<file path="config.mk">
export PLATFORM = sky130hd
export DESIGN_NAME = pvs_ram
export DESIGN_NICKNAME = d
export VERILOG_FILES = /design/src/hw/rtl/pvs_ram.sv
export SDC_FILE = /design/constraint.sdc
export NUM_CORES = 1
export LEC_CHECK = 0
export BUFFER_PORTS_ARGS = -buffer_cell sky130_fd_sc_hd__buf_2
export CAP_MARGIN = 25
export CELL_PAD_IN_SITES_DETAIL_PLACEMENT = 0
export CELL_PAD_IN_SITES_GLOBAL_PLACEMENT = 1
export CORE_UTILIZATION = 50
export DETAILED_ROUTE_END_ITERATION = 16
export PLACE_DENSITY_LB_ADDON = 0.1
export SLEW_MARGIN = 20
export SYNTH_ARGS = -nofsm -noshare
export SYNTH_HDL_FRONTEND = slang
export SYNTH_SLANG_ARGS = --single-unit
</file>
<file path="constraint.sdc">
create_clock -name clk_i -period 7.3 [get_ports clk_i]
set_clock_uncertainty 0.05 [all_clocks]
set_input_delay 1.825 -clock clk_i [delete_from_list [all_inputs] [get_ports clk_i]]
set_output_delay 1.825 -clock clk_i [all_outputs]
set_load 0.02 [all_outputs]
</file>
<file path="src/hw/rtl/pvs_ram.sv">
// ----------------------------------------------------------------------------
// pvs_ram
// Generic single-write, single-read RAM with registered read data.
// ----------------------------------------------------------------------------
`default_nettype none

module pvs_ram #(
  parameter int Width = 32,
  parameter int Depth = 16,
  localparam int AddrW = (Depth > 1) ? $clog2(Depth) : 1
) (
  input  wire logic             clk_i,
  input  wire logic             we_i,
  input  wire logic [AddrW-1:0] waddr_i,
  input  wire logic [Width-1:0] wdata_i,
  input  wire logic             re_i,
  input  wire logic [AddrW-1:0] raddr_i,
  output logic      [Width-1:0] rdata_o
);

  logic [Width-1:0] mem_q [Depth];

  // write port
  always_ff @(posedge clk_i) begin
    if (we_i) begin
      mem_q[waddr_i] <= wdata_i;
    end
  end

  // registered read port
  always_ff @(posedge clk_i) begin
    if (re_i) begin
      rdata_o <= mem_q[raddr_i];
    end
  end

endmodule

`default_nettype wire

</file>
---- Word-level counts from Yosys, hierarchy flattened ----
Memories as Yosys holds them, arrays and structs flattened. A register that Yosys moved wholly into a read port is not among the register bits.
Cells that the tools add are included.
storage, ports and cells
  flip-flop bits (word level) ............. 0
  memory bits (writable) .................. 512
  output and inout port bits .............. 32
  memories ................................ 1
memory list
  name   depth  width  rd ports  clocked after Yosys merged registers in  wr ports  line  RTL
  mem_q  16     32     1         1                                        1         21    logic [Width-1:0] mem_q [Depth];
operators by class
  multiplexer cells ....................... 2
operators by type and width
  cell              count
  2-to-1 mux 1 bit  2

---- Depth between registers and ports, before layout ----
Gate-level depths: netlist of the first run.
  depth after elaboration ................. 2
  depth in mapped cells ................... 5
  mapped depth without buffers ............ 3

---- Worst setup path after synthesis of the first run ----
OpenSTA, ideal clock, no wires.
  path type ............................... in2reg
  start ................................... input waddr_i[2]
  end ..................................... memory mem_q[0][0] (enable)
  library setup time ...................... 0.461 ns
  data arrival time ....................... 4.543 ns
  data required time ...................... 6.789 ns
  slack ................................... 2.245 ns
  stages .................................. 2
  path buffers ............................ 0
  cells stage by stage .................... or3b_2 -> nor3_1
RTL lines
  what         line  RTL
  from (decl)  14    input wire logic [AddrW-1:0] waddr_i,
  to (decl)    21
Straight into the memory's write port.

==> results.tsv, run 1 <==
metric	value	unit
clkSlewWorstSetupHoldPaths	0.06	ns
tightestPinTransition	0.8391	ns
status	finished clean	
path_buf_inv	3	
crit_path_end_kind	flip-flop	
layout_common_cells	edfxtp_1, mux4_2, buf_2, a22oi_1, clkbuf_16	
cp_max_fo	47	
use_met3	0.04286	
synth_compound_area_frac	0.02382	
cts_buffer_depth	3	
maxSlewHeadroom	0.4406	
setup_viol	0	
synth_nets	881	
slew_violations	0	
irDropWorstVdd	0.0001969	V
crit_chain	clkbuf_8, buf_16, buf_4, mux4_2, a22oi_1, nand2_1	
coreArea	0.03973	sq mm
drt_first_pass_iters	5	
grt_pass1_wl	64680	microns
dieArea	0.04116	sq mm
rr_worst_depth	3	
synthMuxAreaShare	0.1429	
use_met1	0.3082	
grt_pass1_vias	9658	
cts-buffers-inserted	54	
synth_seq_cells	544	
via_per_inst	6.003	
grt.overflow.total	0	
cts_setup_buffers	0	
yosys_warnings	0	
cts-resized-gates	0	
cts_hold_buf	0	
finalCriticalPeriod	3.654	ns
worst_path_max_delay_cell	mux4_2	
cts_tree	done	
critPathRequiredTime	7.59	ns
met2_usage	0.3713	
antenna_cells	0	
area.growth.synth_to_final	14.05	%
synth_top_area_frac	0.8097	
synth-xor-area-share	0	
critPathMaxStageDelay	0.55	ns
synthSimpleGateAreaFrac	0.01253	
yosys.area.top_type	edfxtp_1	
fmaxAchievable	0.2737	GHz
drt_iter0_markers	748	
period_share	0.5005	
final_common_cell	edfxtp_1	
crit_type	in -> reg	
synthDistinctLibCells	17	
die_y	202.9	microns
initial_core_util	0.5078	
drc	0	
drive_gt1_frac	0.3199	
cts.sinks	544	
clk_latency	0.59	ns
ios	75	
io_buffers	74	
rsz0062_at_grt	no	
yosysSeqAreaShare	0.8097	
dp_hpwl	21690	microns
num-nets-final	996	
finalHoldViolCount	0	
cp.depth	6	
gp_congestion	0.7014	
htreeDepth	2	
grt_usage	0.2237	
synthAdderAreaFrac	0	
antenna_found_initial	2	
grt_max_degree	57	
arrival	3.94	ns
hold_class	reg -> reg	
postSynthAreaPerCell	24.07	sq um
synthCells	838	
synth_top_family_by_area	multiplexers	
syn-cell-area	0.02017	sq mm
finalPower	6.439	mW
p_per_area	279.9	mW/mm^2
die_x	202.9	microns
rows	73	
ys_top_cells_by_area	edfxtp_1, mux4_2, a22oi_1, nand2_1, buf_4	
vias	9100	
cp_top_family	buffers and inverters	
wl_per_cell	29.11	microns
finalSetupTns	0	ns
busiest_layer	met2	
postRouteAntennaNets	0	
clockRootBuffer	clkbuf_16	
drt_wl_total	44130	microns
start_kind	input pin	
whs_path_depth	3	
cap_violations	0	
p_leak	7.335	nW
-- kinds of logic (layout without fill, tap and decap cells) --
family / Yosys count / after routing
buf+inv: 43 / 196
compound gates: 64 / 64
flops: 544 / 544
mux: 128 / 128
simple gates: 59 / 59
-- final cells by class --
type	count	area, sq um
clock buffers	65	1456
well taps	525	656.9
flip-flops and latches	544	16340
fillers	2857	16720
clock inverters	29	198.9
multi-input cells	251	3749
repair buffers	102	611.8
-- layer usage --
metal  wire length (microns)  up-vias
met2                   22190      309
met4                     819        4
met1                   18420     4879
met3                    2676       72
li1                        -     3836
met5                      24        -
-- per-stage QoR --
stage	instance area, sq um	hold slack [ns]	util	std cells	worst slack (ns)
finish	23010	0.6937	0.5791	1516	3.646
detailed placement	21350	0.6818	0.5374	1422	2.952
CTS	23010	0.6921	0.5791	1516	3.600
global placement	21310	0.6732	0.5364	1419	2.715
global route	23010	0.7190	0.5791	1516	3.410
floorplan	20170	0.6603	-	838	2.245
-- cell usage after synthesis, drive strengths merged --
cell type  number
nand2b          2
and2            1
buf            26
mux4          128
nor2           13
clkbuf         17
or3b            1
nand3           1
nand2          33
a22oi          64
nand3b          2
nor3            4
edfxtp        544
nor2b           2
-- flip-flops by register name, summed over array words and instances, names as in the netlist --
| register | count |
|---|---|
| rdata_o | 32 |
| mem_q | 512 |
-- worst paths after layout --
path                                         startpoint                     to  slack, ns
worst max-delay path                         raddr_i[0]  rdata_o[18]$_DFFE_PP_       3.65
worst min-delay path            mem_q[14][24]$_DFFE_PP_  rdata_o[24]$_DFFE_PP_       0.69
worst max register to register  mem_q[10][16]$_DFFE_PP_  rdata_o[16]$_DFFE_PP_       5.80
worst min register to register  mem_q[14][24]$_DFFE_PP_  rdata_o[24]$_DFFE_PP_       0.69
-- worst register-to-register path, stage by stage (launching register included) --
cell	delay (ns)
edfxtp_1	0.36
mux4_2	0.46
a22oi_1	0.24
nand2_1	0.12
-- report_power, final --
group | internal [mW] | switching (mW) | total [mW]
logic | 0.121 | 0.193 | 0.314
clock network | 1.51 | 1.08 | 2.59
registers | 3.52 | 0.0191 | 3.54
(Power assumes the default switching activity.)
==> run 2, diff against run 1 <==
--- a/config.mk
+++ b/config.mk
@@ -5,6 +5,7 @@
 export SDC_FILE = /design/constraint.sdc
 export NUM_CORES = 1
 export LEC_CHECK = 0
+export ABC_AREA = 1
 export BUFFER_PORTS_ARGS = -buffer_cell sky130_fd_sc_hd__buf_2
 export CAP_MARGIN = 25
 export CELL_PAD_IN_SITES_DETAIL_PLACEMENT = 0
==> constraint.sdc (replaced) <==
create_clock -name clk_i -period 3.5 [get_ports clk_i]
set_clock_uncertainty 0.05 [all_clocks]
set_input_delay 0.875 -clock clk_i [delete_from_list [all_inputs] [get_ports clk_i]]
set_output_delay 0.875 -clock clk_i [all_outputs]
set_load 0.02 [all_outputs]
==> results.tsv, run 2 <==
metric	value	unit	change
status	finished clean		unchanged
synth_flop_cell	edfxtp_1		unchanged
wl_per_cell	19.61	microns	was 29.11 microns
syn-cell-area	0.02305	sq mm	was 0.02017 sq mm
layout_common_cells	nand2_1, edfxtp_1, inv_1, nand3_1, buf_2		was edfxtp_1, mux4_2, buf_2, a22oi_1, clkbuf_16
finalCriticalPeriod	2.225	ns	
holdCritStartpoint	wdata_i[3]		was mem_q[14][24]$_DFFE_PP_
cts.sinks	544		unchanged
finish.instance_area	0.02584	sq mm	was 0.02301 sq mm
fmaxAchievable	0.4494	GHz	
synthCells	2120		was 838
synth_top_family_by_area	simple AND/OR/NAND/NOR gates		was multiplexers
area.growth.synth_to_final	12.08	%	was 14.05%
initial_core_util	0.5079		was 0.5078
slew_violations	0		unchanged
drt_wl_total	55510	microns	was 44130 microns
die_y	216.7	microns	was 202.9 microns
cts_tree	done		unchanged
critPathMaxStageDelay	0.49	ns	was 0.55 ns
drt_iter0_markers	1198		was 748
grt_pass1_vias	14160		was 9658
yosysSeqAreaShare	0.7087		was 0.8097
num-nets-final	2235		was 996
met3_length	3233	microns	was 2676 microns
cts-buffers-inserted	56		was 54
placed_cell_area	0.02415	sq mm	was 0.02135 sq mm
cts_setup_buffers	0		unchanged
io_buffers	74		unchanged
critPathRequiredTime	2.57	ns	was 7.59 ns
ios	75		unchanged
finalSetupTns	0	ns	unchanged
async_reset_ff_frac	0		unchanged
vias	14530		was 9100
period_share	0.6358		
synth_top_area_frac	0.7087		was 0.8097
finalHoldViolCount	0		unchanged
critPathLaunch	rdata_o[9]$_DFFE_PP_		was raddr_i[0]
yosys.area.top_type	edfxtp_1		unchanged
gp_congestion	0.7539		was 0.7014
via_per_inst	5.133		was 6.003
reg2reg_from	mem_q[7][12]$_DFFE_PP_		was mem_q[10][16]$_DFFE_PP_
start_kind	flip-flop		was input pin
maxSlewHeadroom	0.4369		was 0.4406
path_buf_inv	1		was 3
grt.overflow.total	0		unchanged
worst_path_max_delay_cell	edfxtp_1		was mux4_2
htreeDepth	2		unchanged
cts_buffer_depth	3		unchanged
setup_viol	0		unchanged
antenna_found_initial	0		was 2
drc	0		unchanged
ys_top_cells_by_area	edfxtp_1, nand2_1, nand3_1, inv_1, buf_6		was edfxtp_1, mux4_2, a22oi_1, nand2_1, buf_4
rr_worst_depth	6		was 3
synth.most_common_cell	nand2_1		was edfxtp_1
rows	78		was 73
highest_layer	met4		was met5
synth_commonest_cells	nand2_1, edfxtp_1, inv_1		was edfxtp_1, mux4_2, a22oi_1
final_common_cell	nand2_1		was edfxtp_1
postRouteAntennaNets	0		unchanged
crit_chain	buf_2		was clkbuf_8, buf_16, buf_4, mux4_2, a22oi_1, nand2_1
finalPower	13.86	mW	was 6.439 mW
clk_latency	0.60	ns	was 0.59 ns
rsz0062_at_grt	no		unchanged
crit_path_end_kind	output port		was flip-flop
top_register	mem_q		unchanged
synth_seq_cells	544		unchanged
cp.depth	1		was 6
largest_reg_flops	512		unchanged
tightestPinTransition	0.8447	ns	was 0.8391 ns
arrival	1.30	ns	was 3.94 ns
irDropWorstVdd	0.0003913	V	was 0.0001969 V
cts-resized-gates	0		unchanged
synthMuxAreaShare	0		was 0.1429
coreArea	0.04538	sq mm	was 0.03973 sq mm
wl_met2	25770	microns	was 22190 microns
grt_max_degree	143		was 57
synth-edff-count	544		unchanged
hold_class	in -> reg		was reg -> reg
p_leak	10.91	nW	was 7.335 nW
dieArea	0.04697	sq mm	was 0.04116 sq mm
postSynthAreaPerCell	10.87	sq um	was 24.07 sq um
drive_gt1_frac	0.09234		was 0.3199
synth_compound_area_frac	0		was 0.02382
synthAdderAreaFrac	0		unchanged
grt_usage	0.2458		was 0.2237
cts_hold_buf	0		unchanged
cp_top_family	flip-flops		was buffers and inverters
antenna_cells	0		unchanged
p_per_area	536.4	mW/mm^2	was 279.9 mW/mm^2
dp_hpwl	28220	microns	was 21690 microns
cap_violations	0		unchanged
grt_pass1_wl	85700	microns	was 64680 microns
crit_type	reg -> out		was in -> reg
synthSimpleGateAreaFrac	0.1973		was 0.01253
synth_nets	2163		was 881
met1Wirelength	25300	microns	was 18420 microns
synthDistinctLibCells	14		was 17
whs_path_depth	1		was 3
clkSlewWorstSetupHoldPaths	0.06	ns	about the same
drt_first_pass_iters	7		was 5
clockRootBuffer	clkbuf_16		unchanged
cp_max_fo	1		was 47
yosys_warnings	0		unchanged
synth-xor-area-share	0		unchanged
die_x	216.7	microns	was 202.9 microns
reg.largest.list	mem_q: 512 flops, rdata_o: 32 flops		unchanged
[run 2: worst reg2reg max path, cell delays in order (launching register included)]
cell and delay (ns):
edfxtp_1 0.37, inv_1 0.06, nand2_1 0.05, nand3_1 0.14
nand3_1 0.12, nand3_1 0.11, nand2_1 0.06
[run 2: final timing paths]
path | end | slack (ns)
setup / recovery | rdata_o[9] | 1.27
hold / removal | mem_q[13][3]$_DFFE_PP_ | 0.60
setup reg to reg | rdata_o[12]$_DFFE_PP_ | 2.30
hold reg to reg | rdata_o[6]$_DFFE_PP_ | 0.68
[run 2: kinds of logic after synthesis]
kind of cell	count (synthesis)
flops	544
buf+inv	495
simple gates	1081
[run 2: area by class of cell]
| cell class | instances | area (sq um) |
|---|---|---|
| Inverter | 390 | 1474 |
| Clock buffer | 71 | 1479 |
| Fill cell | 3833 | 19550 |
| Timing Repair Buffer | 119 | 919.6 |
| Multi-Input combinational cell | 1081 | 4667 |
| Sequential cell | 544 | 16340 |
| Clock inverter | 26 | 210.2 |
| Tap cell | 600 | 750.7 |
[run 2: layer usage]
layer  vias up  GRT usage
met3        79    0.03102
li1       7010          -
met2       402     0.3955
met1      7040     0.3520
met4         0    0.07160
met5         -          0
[run 2: power by group]
group          switching [mW]  internal, mW  total, mW
logic                   0.633         0.240      0.873
registers              0.0451          7.34       7.39
clock network            2.36          3.24       5.60
[run 2: metrics by stage]
step / setup slack (ns) / std cells / util / hold slack, ns
floorplan: 0.5823 / 2120 / - / 0.6329
global placement: 0.7907 / 2734 / 0.5321 / 0.6580
detailed placement: 0.7873 / 2734 / 0.5321 / 0.6652
CTS: 1.245 / 2831 / 0.5693 / 0.5737
global route: 1.253 / 2831 / 0.5693 / 0.5959
finish: 1.275 / 2831 / 0.5693 / 0.6041
