--- config.mk ---
export PLATFORM = sky130hd
export DESIGN_NAME = pvs_cfg
export DESIGN_NICKNAME = d
export VERILOG_FILES = /design/src/hw/rtl/pvs_pkg.sv /design/src/hw/rtl/pvs_cfg.sv
export SDC_FILE = /design/constraint.sdc
export NUM_CORES = 1
export LEC_CHECK = 0
export ABC_AREA = 0
export CAP_MARGIN = 30
export CORE_MARGIN = 4
export CORE_UTILIZATION = 30
export DETAILED_ROUTE_END_ITERATION = 12
export DONT_BUFFER_PORTS = 1
export PLACE_DENSITY = 0.47
export SETUP_SLACK_MARGIN = 0.2
export SLEW_MARGIN = 20
export SYNTH_ARGS = -nofsm -noshare
export SYNTH_HDL_FRONTEND = slang
export SYNTH_SLANG_ARGS = --single-unit
--- constraint.sdc ---
create_clock -name clk_i -period 2.2 [get_ports clk_i]
set_clock_uncertainty 0.15 [all_clocks]
set_input_delay 0.44 -clock clk_i [delete_from_list [all_inputs] [get_ports clk_i]]
set_output_delay 0.44 -clock clk_i [all_outputs]
set_load 0.005 [all_outputs]
--- src/hw/rtl/pvs_pkg.sv ---
// ----------------------------------------------------------------------------
// pvs_pkg
// Shared types, codes and saturating helpers for the profile HMM Viterbi scorer.
// ----------------------------------------------------------------------------
`default_nettype none

package pvs_pkg;

  // request codes on the command port
  localparam logic [1:0] ReqLoadTrans = 2'd0;
  localparam logic [1:0] ReqLoadEmis  = 2'd1;
  localparam logic [1:0] ReqLoadSpec  = 2'd2;
  localparam logic [1:0] ReqResidue   = 2'd3;

  // transition kinds
  localparam int TransKinds = 8;
  localparam int TMM = 0;
  localparam int TMI = 1;
  localparam int TMD = 2;
  localparam int TIM = 3;
  localparam int TII = 4;
  localparam int TDM = 5;
  localparam int TDD = 6;
  localparam int TBM = 7;

  // special score indexes
  localparam int SNLoop = 0;
  localparam int SNMove = 1;
  localparam int SELoop = 2;
  localparam int SEMove = 3;
  localparam int SCLoop = 4;
  localparam int SCMove = 5;
  localparam int SJLoop = 6;
  localparam int SJMove = 7;

  // configuration register map
  localparam int CfgAddrW = 4;
  localparam logic [1:0] RegModelLength = 2'd0;
  localparam logic [1:0] RegLocalMode   = 2'd1;
  localparam logic [1:0] RegFloorScore  = 2'd2;

  localparam logic [10:0]       ModelLengthRst = 11'd2;
  localparam logic signed [31:0] FloorScoreRst = 32'shC521974F;

  typedef struct packed {
    logic [10:0]        model_length;
    logic               local_mode;
    logic signed [31:0] floor_score;
  } cfg_t;

  typedef logic [TransKinds-1:0][31:0] trans_t;

  typedef enum logic [4:0] {
    ST_IDLE   = 5'b00001,
    ST_SWEEP  = 5'b00010,
    ST_FIN_E  = 5'b00100,
    ST_SPEC_A = 5'b01000,
    ST_SPEC_B = 5'b10000
  } state_e;

  // widened signed add of two scores
  function automatic logic signed [32:0] add33(input logic signed [31:0] a,
                                               input logic signed [31:0] b);
    add33 = {a[31], a} + {b[31], b};
  endfunction

  function automatic logic signed [32:0] max33(input logic signed [32:0] a,
                                               input logic signed [32:0] b);
    max33 = (a > b) ? a : b;
  endfunction

  // clamp to floor..int32 max
  function automatic logic signed [31:0] clamp_cell(input logic signed [33:0] v,
                                                    input logic signed [31:0] fl);
    logic signed [33:0] flx;
    flx = {{2{fl[31]}}, fl};
    if (v < flx) clamp_cell = fl;
    else if (v > 34'sh0_7FFF_FFFF) clamp_cell = 32'sh7FFF_FFFF;
    else clamp_cell = v[31:0];
  endfunction

  // clamp of a 33-bit sum to floor..int32 max
  function automatic logic signed [31:0] clamp33(input logic signed [32:0] v,
                                                 input logic signed [31:0] fl);
    clamp33 = clamp_cell({v[32], v}, fl);
  endfunction

  // plain 32-bit saturation
  function automatic logic signed [31:0] sat32(input logic signed [32:0] v);
    if (v > 33'sh0_7FFF_FFFF) sat32 = 32'sh7FFF_FFFF;
    else if (v < -33'sh0_8000_0000) sat32 = 32'sh8000_0000;
    else sat32 = v[31:0];
  endfunction

endpackage

`default_nettype wire

--- src/hw/rtl/pvs_cfg.sv ---
// ----------------------------------------------------------------------------
// pvs_cfg
// APB-style configuration registers: model length, local mode, floor score.
// ----------------------------------------------------------------------------
`default_nettype none

module pvs_cfg (
  input  wire logic                          clk_i,
  input  wire logic                          rst_ni,
  input  wire logic                          psel,
  input  wire logic                          penable,
  input  wire logic                          pwrite,
  input  wire logic [pvs_pkg::CfgAddrW-1:0]  paddr,
  input  wire logic [31:0]                   pwdata,
  output logic      [31:0]                   prdata,
  output logic                               pready,
  output pvs_pkg::cfg_t                      cfg_o
);
  import pvs_pkg::*;

  cfg_t       cfg_q, cfg_d;
  logic       wr_en;
  logic [1:0] reg_idx;

  assign pready  = 1'b1;
  assign wr_en   = psel & penable & pwrite;
  assign reg_idx = paddr[3:2];
  assign cfg_o   = cfg_q;

  // register write decode
  always_comb begin
    cfg_d = cfg_q;
    if (wr_en) begin
      unique case (reg_idx)
        RegModelLength: cfg_d.model_length = pwdata[10:0];
        RegLocalMode:   cfg_d.local_mode   = pwdata[0];
        RegFloorScore:  cfg_d.floor_score  = $signed(pwdata);
        default: ;
      endcase
    end
  end

  always_ff @(posedge clk_i or negedge rst_ni) begin
    if (!rst_ni) begin
      cfg_q.model_length <= ModelLengthRst;
      cfg_q.local_mode   <= 1'b1;
      cfg_q.floor_score  <= FloorScoreRst;
    end else begin
      cfg_q <= cfg_d;
    end
  end

  // read mux
  always_comb begin
    unique case (reg_idx)
      RegModelLength: prdata = {21'd0, cfg_q.model_length};
      RegLocalMode:   prdata = {31'd0, cfg_q.local_mode};
      RegFloorScore:  prdata = cfg_q.floor_score;
      default:        prdata = 32'd0;
    endcase
  end

endmodule

`default_nettype wire

After elaboration in Yosys (flattened, before gate mapping)
Cells that the tools add are included.

Latch bits: 0. Input bits: 41. Memories: 0. ROM bits: 0. Register bits after elaboration: 44. RAM bits: 0. Word-level logic and storage cells: 12.

Multiplexer cells: 1. Div/mod/pow operators: 0. Reduce and logical (&&, ||, !) cells: 4. $lt $le $gt $ge: 0. Multipliers: 0. Equal/unequal tests: 2. Add/sub/neg operators: 0. Shift-type cells: 0. Bitwise operators: 2.

Operator list (count): one-hot mux 32 bit (3 select lines) (1); AND reduction 2 bit (3); AND 1 bit (2); == test 2 x 1 -> 1 bit (second input constant) (1); == test 2 bit (second input constant) (1); zero test 2 bit (1).

Depth between registers and ports, before layout
Gate-level depths: netlist of the first run.

Depth in word-level cells: 3. Mapped depth: 5. Gate-level depth less buffers: 3.

Worst setup path after synthesis of the first run
OpenSTA, ideal clock, no wires.

Kind: input to output. From: input paddr[3] (netlist name). To: output prdata[11]. Data arrival time: 1.087 ns. Required time: 1.610 ns. Buffers on the path: 2. Setup slack: 0.523 ns. Stages on the path: 4. Path through: buf_6 > nor2b_1 > clkbuf_1 > and2_1.

Longest elaborated chain between the ends: 2. Elaborated cells between the ends (all ways): 4. Classes of those cells: eq/ne (2); mux (1); reduce/logical (1).

RTL lines: start, declared (RTL line pvs_cfg.sv:13) `input wire logic [pvs_pkg::CfgAddrW-1:0] paddr,`; == test 2 bit (tied with other cells) (RTL line pvs_cfg.sv:55) `unique case (reg_idx)`; one-hot mux 32 bit (3 select lines) * (RTL line pvs_cfg.sv:55); end, declared (RTL line pvs_cfg.sv:15) `output logic [31:0] prdata,`.

Mark *: on every way between the ends. The rest lies on a longest branch, timed or not.

Worst setup path after layout of the first run
From: register cfg_q, in the netlist cfg_o[32]. To: output prdata[0].

Longest elaborated chain between the ends: 1.

RTL lines: start, declared (RTL line pvs_cfg.sv:21) `cfg_t cfg_q, cfg_d;`; start signal, assigned (RTL line pvs_cfg.sv:49) `cfg_q <= cfg_d;`; one-hot mux 32 bit (3 select lines) (RTL line pvs_cfg.sv:55).

No other way between the ends.

==> results of run 1 <==
-- per-layer routing --
layer,vias up,global-route usage,wire length [um]
li1,500,-,-
met1,605,0.119,1820
met2,63,0.187,2360
met3,2,0.0433,362
met4,0,0.0339,23
met5,-,0,0
-- stage by stage --
stage / hold slack (ns) / utilization / cells / worst slack, ns
floorplan: -0.00559 / - / 148 / 0.523
global placement: -0.00428 / 0.326 / 218 / 0.432
detailed placement: -0.00461 / 0.326 / 218 / 0.368
CTS: 0.120 / 0.345 / 228 / 0.409
global route: 0.113 / 0.345 / 228 / 0.334
finish: 0.134 / 0.345 / 228 / 0.411
-- timing repair --
| action | 4_1_cts | 5_1_grt |
|---|---|---|
| hold buffers | 2 | 0 |
| hold endpoints to repair | 44 | 0 |
| gates resized for setup | 0 | 0 |
-- layout make-up --
cell class | count | area (um2) | area share
clock buffers | 6 | 82.6 | 0.0369
clock inverters | 2 | 10.0 | 0.00447
multi-input cells | 94 | 873 | 0.390
flip-flops and latches | 44 | 1120 | 0.502
well taps | 77 | 96.3 | 0.0430
repair buffers | 5 | 52.6 | 0.0235
-- critical path, delay by kind of cell, from the launching register on --
family / cells / cell delay (ns)
multiplexers: 1 / 0.07
flip-flops: 1 / 0.57
AO/OA/AOI/OAI: 1 / 0.27
-- power groups by stage --
| stage | combinational (mW) | clock (mW) | sequential [mW] |
|---|---|---|---|
| final | 0.334 | 0.511 | 1.25 |
| after global routing | 0.369 | 0.571 | 1.28 |
| after CTS | 0.341 | 0.543 | 1.26 |
| after detailed placement | 0.321 | 0 | 1.27 |
| after global placement | 0.307 | 0 | 1.27 |
| after floorplan | 0.291 | 0 | 1.20 |
-- synth_stat cells (all sizes together) --
cell type,count
and2,21
buf,7
clkbuf,3
conb,1
dfrtp,26
dfstp,18
mux2,44
mux2i,11
nand2,1
nand3,1
nor2,10
nor2b,1
nor3b,2
o21ai,1
or3,1
-- final timing paths --
kind,start,to,slack (ns),cells past startpoint
setup / recovery,cfg_o[32]$_DFFE_PN1P_,prdata[0],0.41,2
hold / removal,pwdata[26],cfg_o[26]$_DFFE_PN1P_,0.13,1
setup reg to reg,cfg_o[36]$_DFFE_PN0P_,cfg_o[36]$_DFFE_PN0P_,1.24,1
hold reg to reg,cfg_o[13]$_DFFE_PN0P_,cfg_o[13]$_DFFE_PN0P_,0.41,1
max in group asynchronous,rst_ni,cfg_o[15]$_DFFE_PN1P_,1.17,2
min in group asynchronous,rst_ni,cfg_o[22]$_DFFE_PN0P_,0.46,2
-- cells by family after synthesis --
kind of cell    after synthesis
other cells                   1
flops                        44
mux                          55
compound gates                1
simple gates                 37
buf+inv                      10
-- cells in the final DEF, fill, tap and decap left out --
cell,count
clkbuf_8,6
buf_4,3
mux2_1,2
o21ai_0,1
buf_12,1
dfstp_2,18
nand3_1,1
mux2_4,10
mux2i_1,11
clkinv_2,2
nor2_1,10
nor3b_4,1
conb_1,1
or3_4,1
dlygate4sd3_1,1
nor3b_1,1
mux2_2,32
nor2b_1,1
nand2_1,1
and2_1,21
dfrtp_1,26
==> impl_metrics.json, run 1 <==
{
  "status": "finished clean",
  "drt-total-wl_um": 4570,
  "viasPerCell": 5.13,
  "fp.coreArea_um2": 6490,
  "clk_latency_ns": 0.28,
  "drive_above_1_share": 0.490,
  "synth_fp_nets": 189,
  "hpwl_um": 3370,
  "cts.sinks": 44,
  "grt_pass1_vias": 1296,
  "overflow": 0,
  "max_freq_mhz": 559,
  "finalSetupViolCount": 0,
  "slowest_stage": "dfstp_2",
  "die-area_um2": 8250,
  "final_area_um2": 2240,
  "place.gp.congestion": 0.678,
  "ys_seq_elements": 44,
  "seqPwrFrac": 0.597,
  "synth_top_family_by_area": "multiplexers",
  "die_w_um": 90.9,
  "netlist_instances": 148,
  "place_area_um2": 2120,
  "tns_ns": 0,
  "grt_pass1_wl_um": 7100,
  "slowest_delay_ns": 0.57,
  "synth_top_area_share": 0.316,
  "hold_viol_final": 0,
  "clk_pin_slew_worst_paths_ns": 0.09,
  "drc": 0,
  "post-cts-setup-buffers": 0,
  "period_minus_slack_ns": 1.79,
  "crit_chain": "mux2i_1 -> o21ai_0",
  "peakVddDrop_v": 0.000322,
  "rsz0062_at_grt": "no",
  "grt_usage": 0.107,
  "drv_cap": 0,
  "startpoint_type": "flop",
  "die_h_um": 90.9,
  "syn_area_per_cell_um2": 13.9,
  "cts_buffer_depth": 2,
  "ys_seq_area_frac": 0.546,
  "antenna_cells": 0,
  "grt_max_degree": 45,
  "hp-class": "in -> reg",
  "rows": 29,
  "dr.pass1.iters": 4,
  "switching_share": 0.275,
  "finalMaxSlewViolations": 0,
  "drtAntennaViolNets": 0,
  "power.share.clock": 0.244,
  "power_mw": 2.10,
  "netlist_area_um2": 2060,
  "synth_top_area_cell": "dfrtp_1",
  "start_util": 0.317,
  "cts_tree": "done",
  "synthSimpleGateAreaFrac": 0.104,
  "ys_top_cells_by_area": "dfrtp_1, dfstp_2, mux2_2",
  "nets": 191,
  "synth_cell_types": 20,
  "p_sw_uw": 576,
  "p_leak_nw": 0.984,
  "clock-root-buffer": "clkbuf_8",
  "io_buffers": 0,
  "ctsHtreeMaxLevel": 2,
  "p_comb_frac": 0.159,
  "p_per_area_nw_per_um2": 937,
  "drtIter0Drc": 11,
  "synth-xor-area-share": 0,
  "n_fill_cell": 635,
  "critPathArrivalTime_ns": 1.20,
  "vias": 1170,
  "synth_compound_area_frac": 0.00243,
  "largest_reg_flops": 44,
  "crit_fanout": 3,
  "period_share": 0.813,
  "end_kind": "primary output",
  "io_pins": 118,
  "yosys_warnings": 0,
  "p_int_mw": 1.52,
  "syn2layout_area_growth_pct": 8.69,
  "antenna_found_initial": 0,
  "path_class": "reg -> out",
  "synth_mux_area_frac": 0.312,
  "critical_path_required_ns": 1.61,
  "synthAdderAreaFrac": 0,
  "cts_inserted_buffers": 5,
  "wire_per_inst_um": 20.0
}
(Power assumes the default switching activity.)
==> run 2, diff against run 1 <==
==> constraint.sdc (replaced) <==
create_clock -name clk_i -period 1.7 [get_ports clk_i]
set_clock_uncertainty 0.15 [all_clocks]
set_input_delay 0.34 -clock clk_i [delete_from_list [all_inputs] [get_ports clk_i]]
set_output_delay 0.34 -clock clk_i [all_outputs]
set_load 0.005 [all_outputs]
==> impl_metrics.json, run 2 (same netlist as run 1, synthesis figures left out) <==
{
  "dr.pass1.iters": 4,
  "regToRegStartpoint": "cfg_o[36]$_DFFE_PN0P_",
  "power.share.clock": 0.233,
  "p_sw_uw": 717,
  "wire_per_inst_um": 20.1,
  "die_h_um": 90.9,
  "switching_share": 0.271,
  "peakVddDrop_v": 0.000389,
  "startpoint_type": "flop",
  "die_w_um": 90.9,
  "slowest_delay_ns": 0.57,
  "critPathLaunch": "cfg_o[32]$_DFFE_PN1P_",
  "vias": 1137,
  "grt_max_degree": 45,
  "viasPerCell": 5.03,
  "antenna_found_initial": 0,
  "drc": 0,
  "rows": 29,
  "place_area_um2": 2140,
  "critPathArrivalTime_ns": 1.10,
  "cts_tree": "done",
  "period_share": 0.937,
  "io_buffers": 0,
  "drive_above_1_share": 0.503,
  "grt_pass1_vias": 1335,
  "tns_ns": 0,
  "nets": 190,
  "cts.sinks": 44,
  "hp-class": "in -> async",
  "max_freq_mhz": 628,
  "p_comb_frac": 0.155,
  "finalMaxSlewViolations": 0,
  "clk_latency_ns": 0.28,
  "period_minus_slack_ns": 1.59,
  "rsz0062_at_grt": "yes",
  "layout_commonest_cell": "mux2_2",
  "final_cell_mix": "mux2_2, dfrtp_1, and2_1, dfstp_2, mux2i_1",
  "clock-root-buffer": "clkbuf_8",
  "violations": "negative hold slack",
  "hpwl_um": 3290,
  "drtIter0Drc": 17,
  "grt_usage": 0.110,
  "ctsHtreeMaxLevel": 2,
  "whs_ns": -0.413,
  "r2r_end": "cfg_o[36]$_DFFE_PN0P_",
  "die-area_um2": 8250,
  "reg2reg_slack_ns": 0.74,
  "fp.coreArea_um2": 6490,
  "drt-total-wl_um": 4530,
  "hold_viol_final": 44,
  "cp-endpoint": "prdata[0]",
  "finalSetupViolCount": 0,
  "post-place-ws_ns": 0.0883,
  "fin_ws_ns": 0.107,
  "critical_path_required_ns": 1.21,
  "grt_pass1_wl_um": 7110,
  "path_class": "reg -> out",
  "crit_chain": "mux2i_1 -> o21ai_1",
  "antenna_cells": 0,
  "power_mw": 2.64,
  "drtAntennaViolNets": 0,
  "slowest_stage": "dfstp_2",
  "reg2regPathDepth": 1,
  "place.gp.congestion": 0.646,
  "largest_reg_flops": 44,
  "drv_cap": 0,
  "n_fill_cell": 626,
  "status": "finished with violations",
  "crit_fanout": 3,
  "end_kind": "primary output",
  "syn2layout_area_growth_pct": 8.02,
  "clk_pin_slew_worst_paths_ns": 0.08,
  "cts_inserted_buffers": 5,
  "io_pins": 118,
  "overflow": 0,
  "p_int_mw": 1.93,
  "final_area_um2": 2220,
  "seqPwrFrac": 0.612,
  "cts_buffer_depth": 2,
  "start_util": 0.317,
  "p_per_area_nw_per_um2": 1190,
  "p_leak_nw": 0.972
}
## run 2: cell types whose count changed in the layout (fill, tap and decap cells not counted), sizes merged
cell / before / now
dlygate4sd3: 1 / 0
clkbuf: 6 / 7
clkinv: 2 / 0
## run 2: through the flow
step | hold slack (ns) | std cells | utilization
global route | -0.438 | 226 | 0.343
global placement | -0.104 | 219 | 0.330
detailed placement | -0.104 | 219 | 0.330
floorplan | -0.106 | 148 | -
finish | -0.413 | 226 | 0.343
CTS | -0.430 | 226 | 0.342
## run 2: layout make-up
type                       instances  area [um2]  area share
tap                               77        96.3      0.0433
clock buffer                       7        76.3      0.0343
sequential                        44        1120       0.505
multi-input combinational         94         886       0.398
timing repair buffer               4        42.5      0.0191
## run 2: how the worst min path moves through the flow
| stage | to | slack (ns) | cells past startpoint |
|---|---|---|---|
| floorplan | cfg_o[11]$_DFFE_PN0P_ | -0.11 | 0 |
| detailed placement | cfg_o[35]$_DFFE_PN0P_ | -0.10 | 0 |
| finish | cfg_o[37]$_DFFE_PN0P_ | -0.41 | 0 |
| global placement | cfg_o[35]$_DFFE_PN0P_ | -0.10 | 0 |
| CTS | cfg_o[4]$_DFFE_PN0P_ | -0.43 | 0 |
| global route | cfg_o[37]$_DFFE_PN0P_ | -0.44 | 0 |
## run 2: power by group through the flow
stage	Sequential [mW]	Combinational [mW]	Clock, mW
floorplan	1.56	0.380	0
global placement	1.64	0.399	0
detailed placement	1.64	0.415	0
CTS	1.63	0.416	0.653
global route	1.66	0.455	0.694
finish	1.62	0.410	0.616
## run 2: metal layers
metal / global-route usage / share of wire / up-vias
li1: - / - / 498
met1: 0.115 / 0.37 / 559
met2: 0.192 / 0.52 / 75
met3: 0.0492 / 0.10 / 5
met4: 0.0415 / 0.010 / 0
met5: 0 / 0 / -
## run 2: timing repair
item | in CTS | in global routing
buffers inserted | 0 | 0
gates resized for setup | 2 | 2
cloned | 0 | 0
endpoints found under the hold margin | 44 | 44
pin swaps | 0 | 0
setup endpoints to repair | 9 | 16
## run 2: critical path: cells and delay by family, from the launching register on
kind	cells	cell delay, ns
DFF	1	0.57
AOI/OAI and AO/OA	1	0.17
muxes	1	0.07
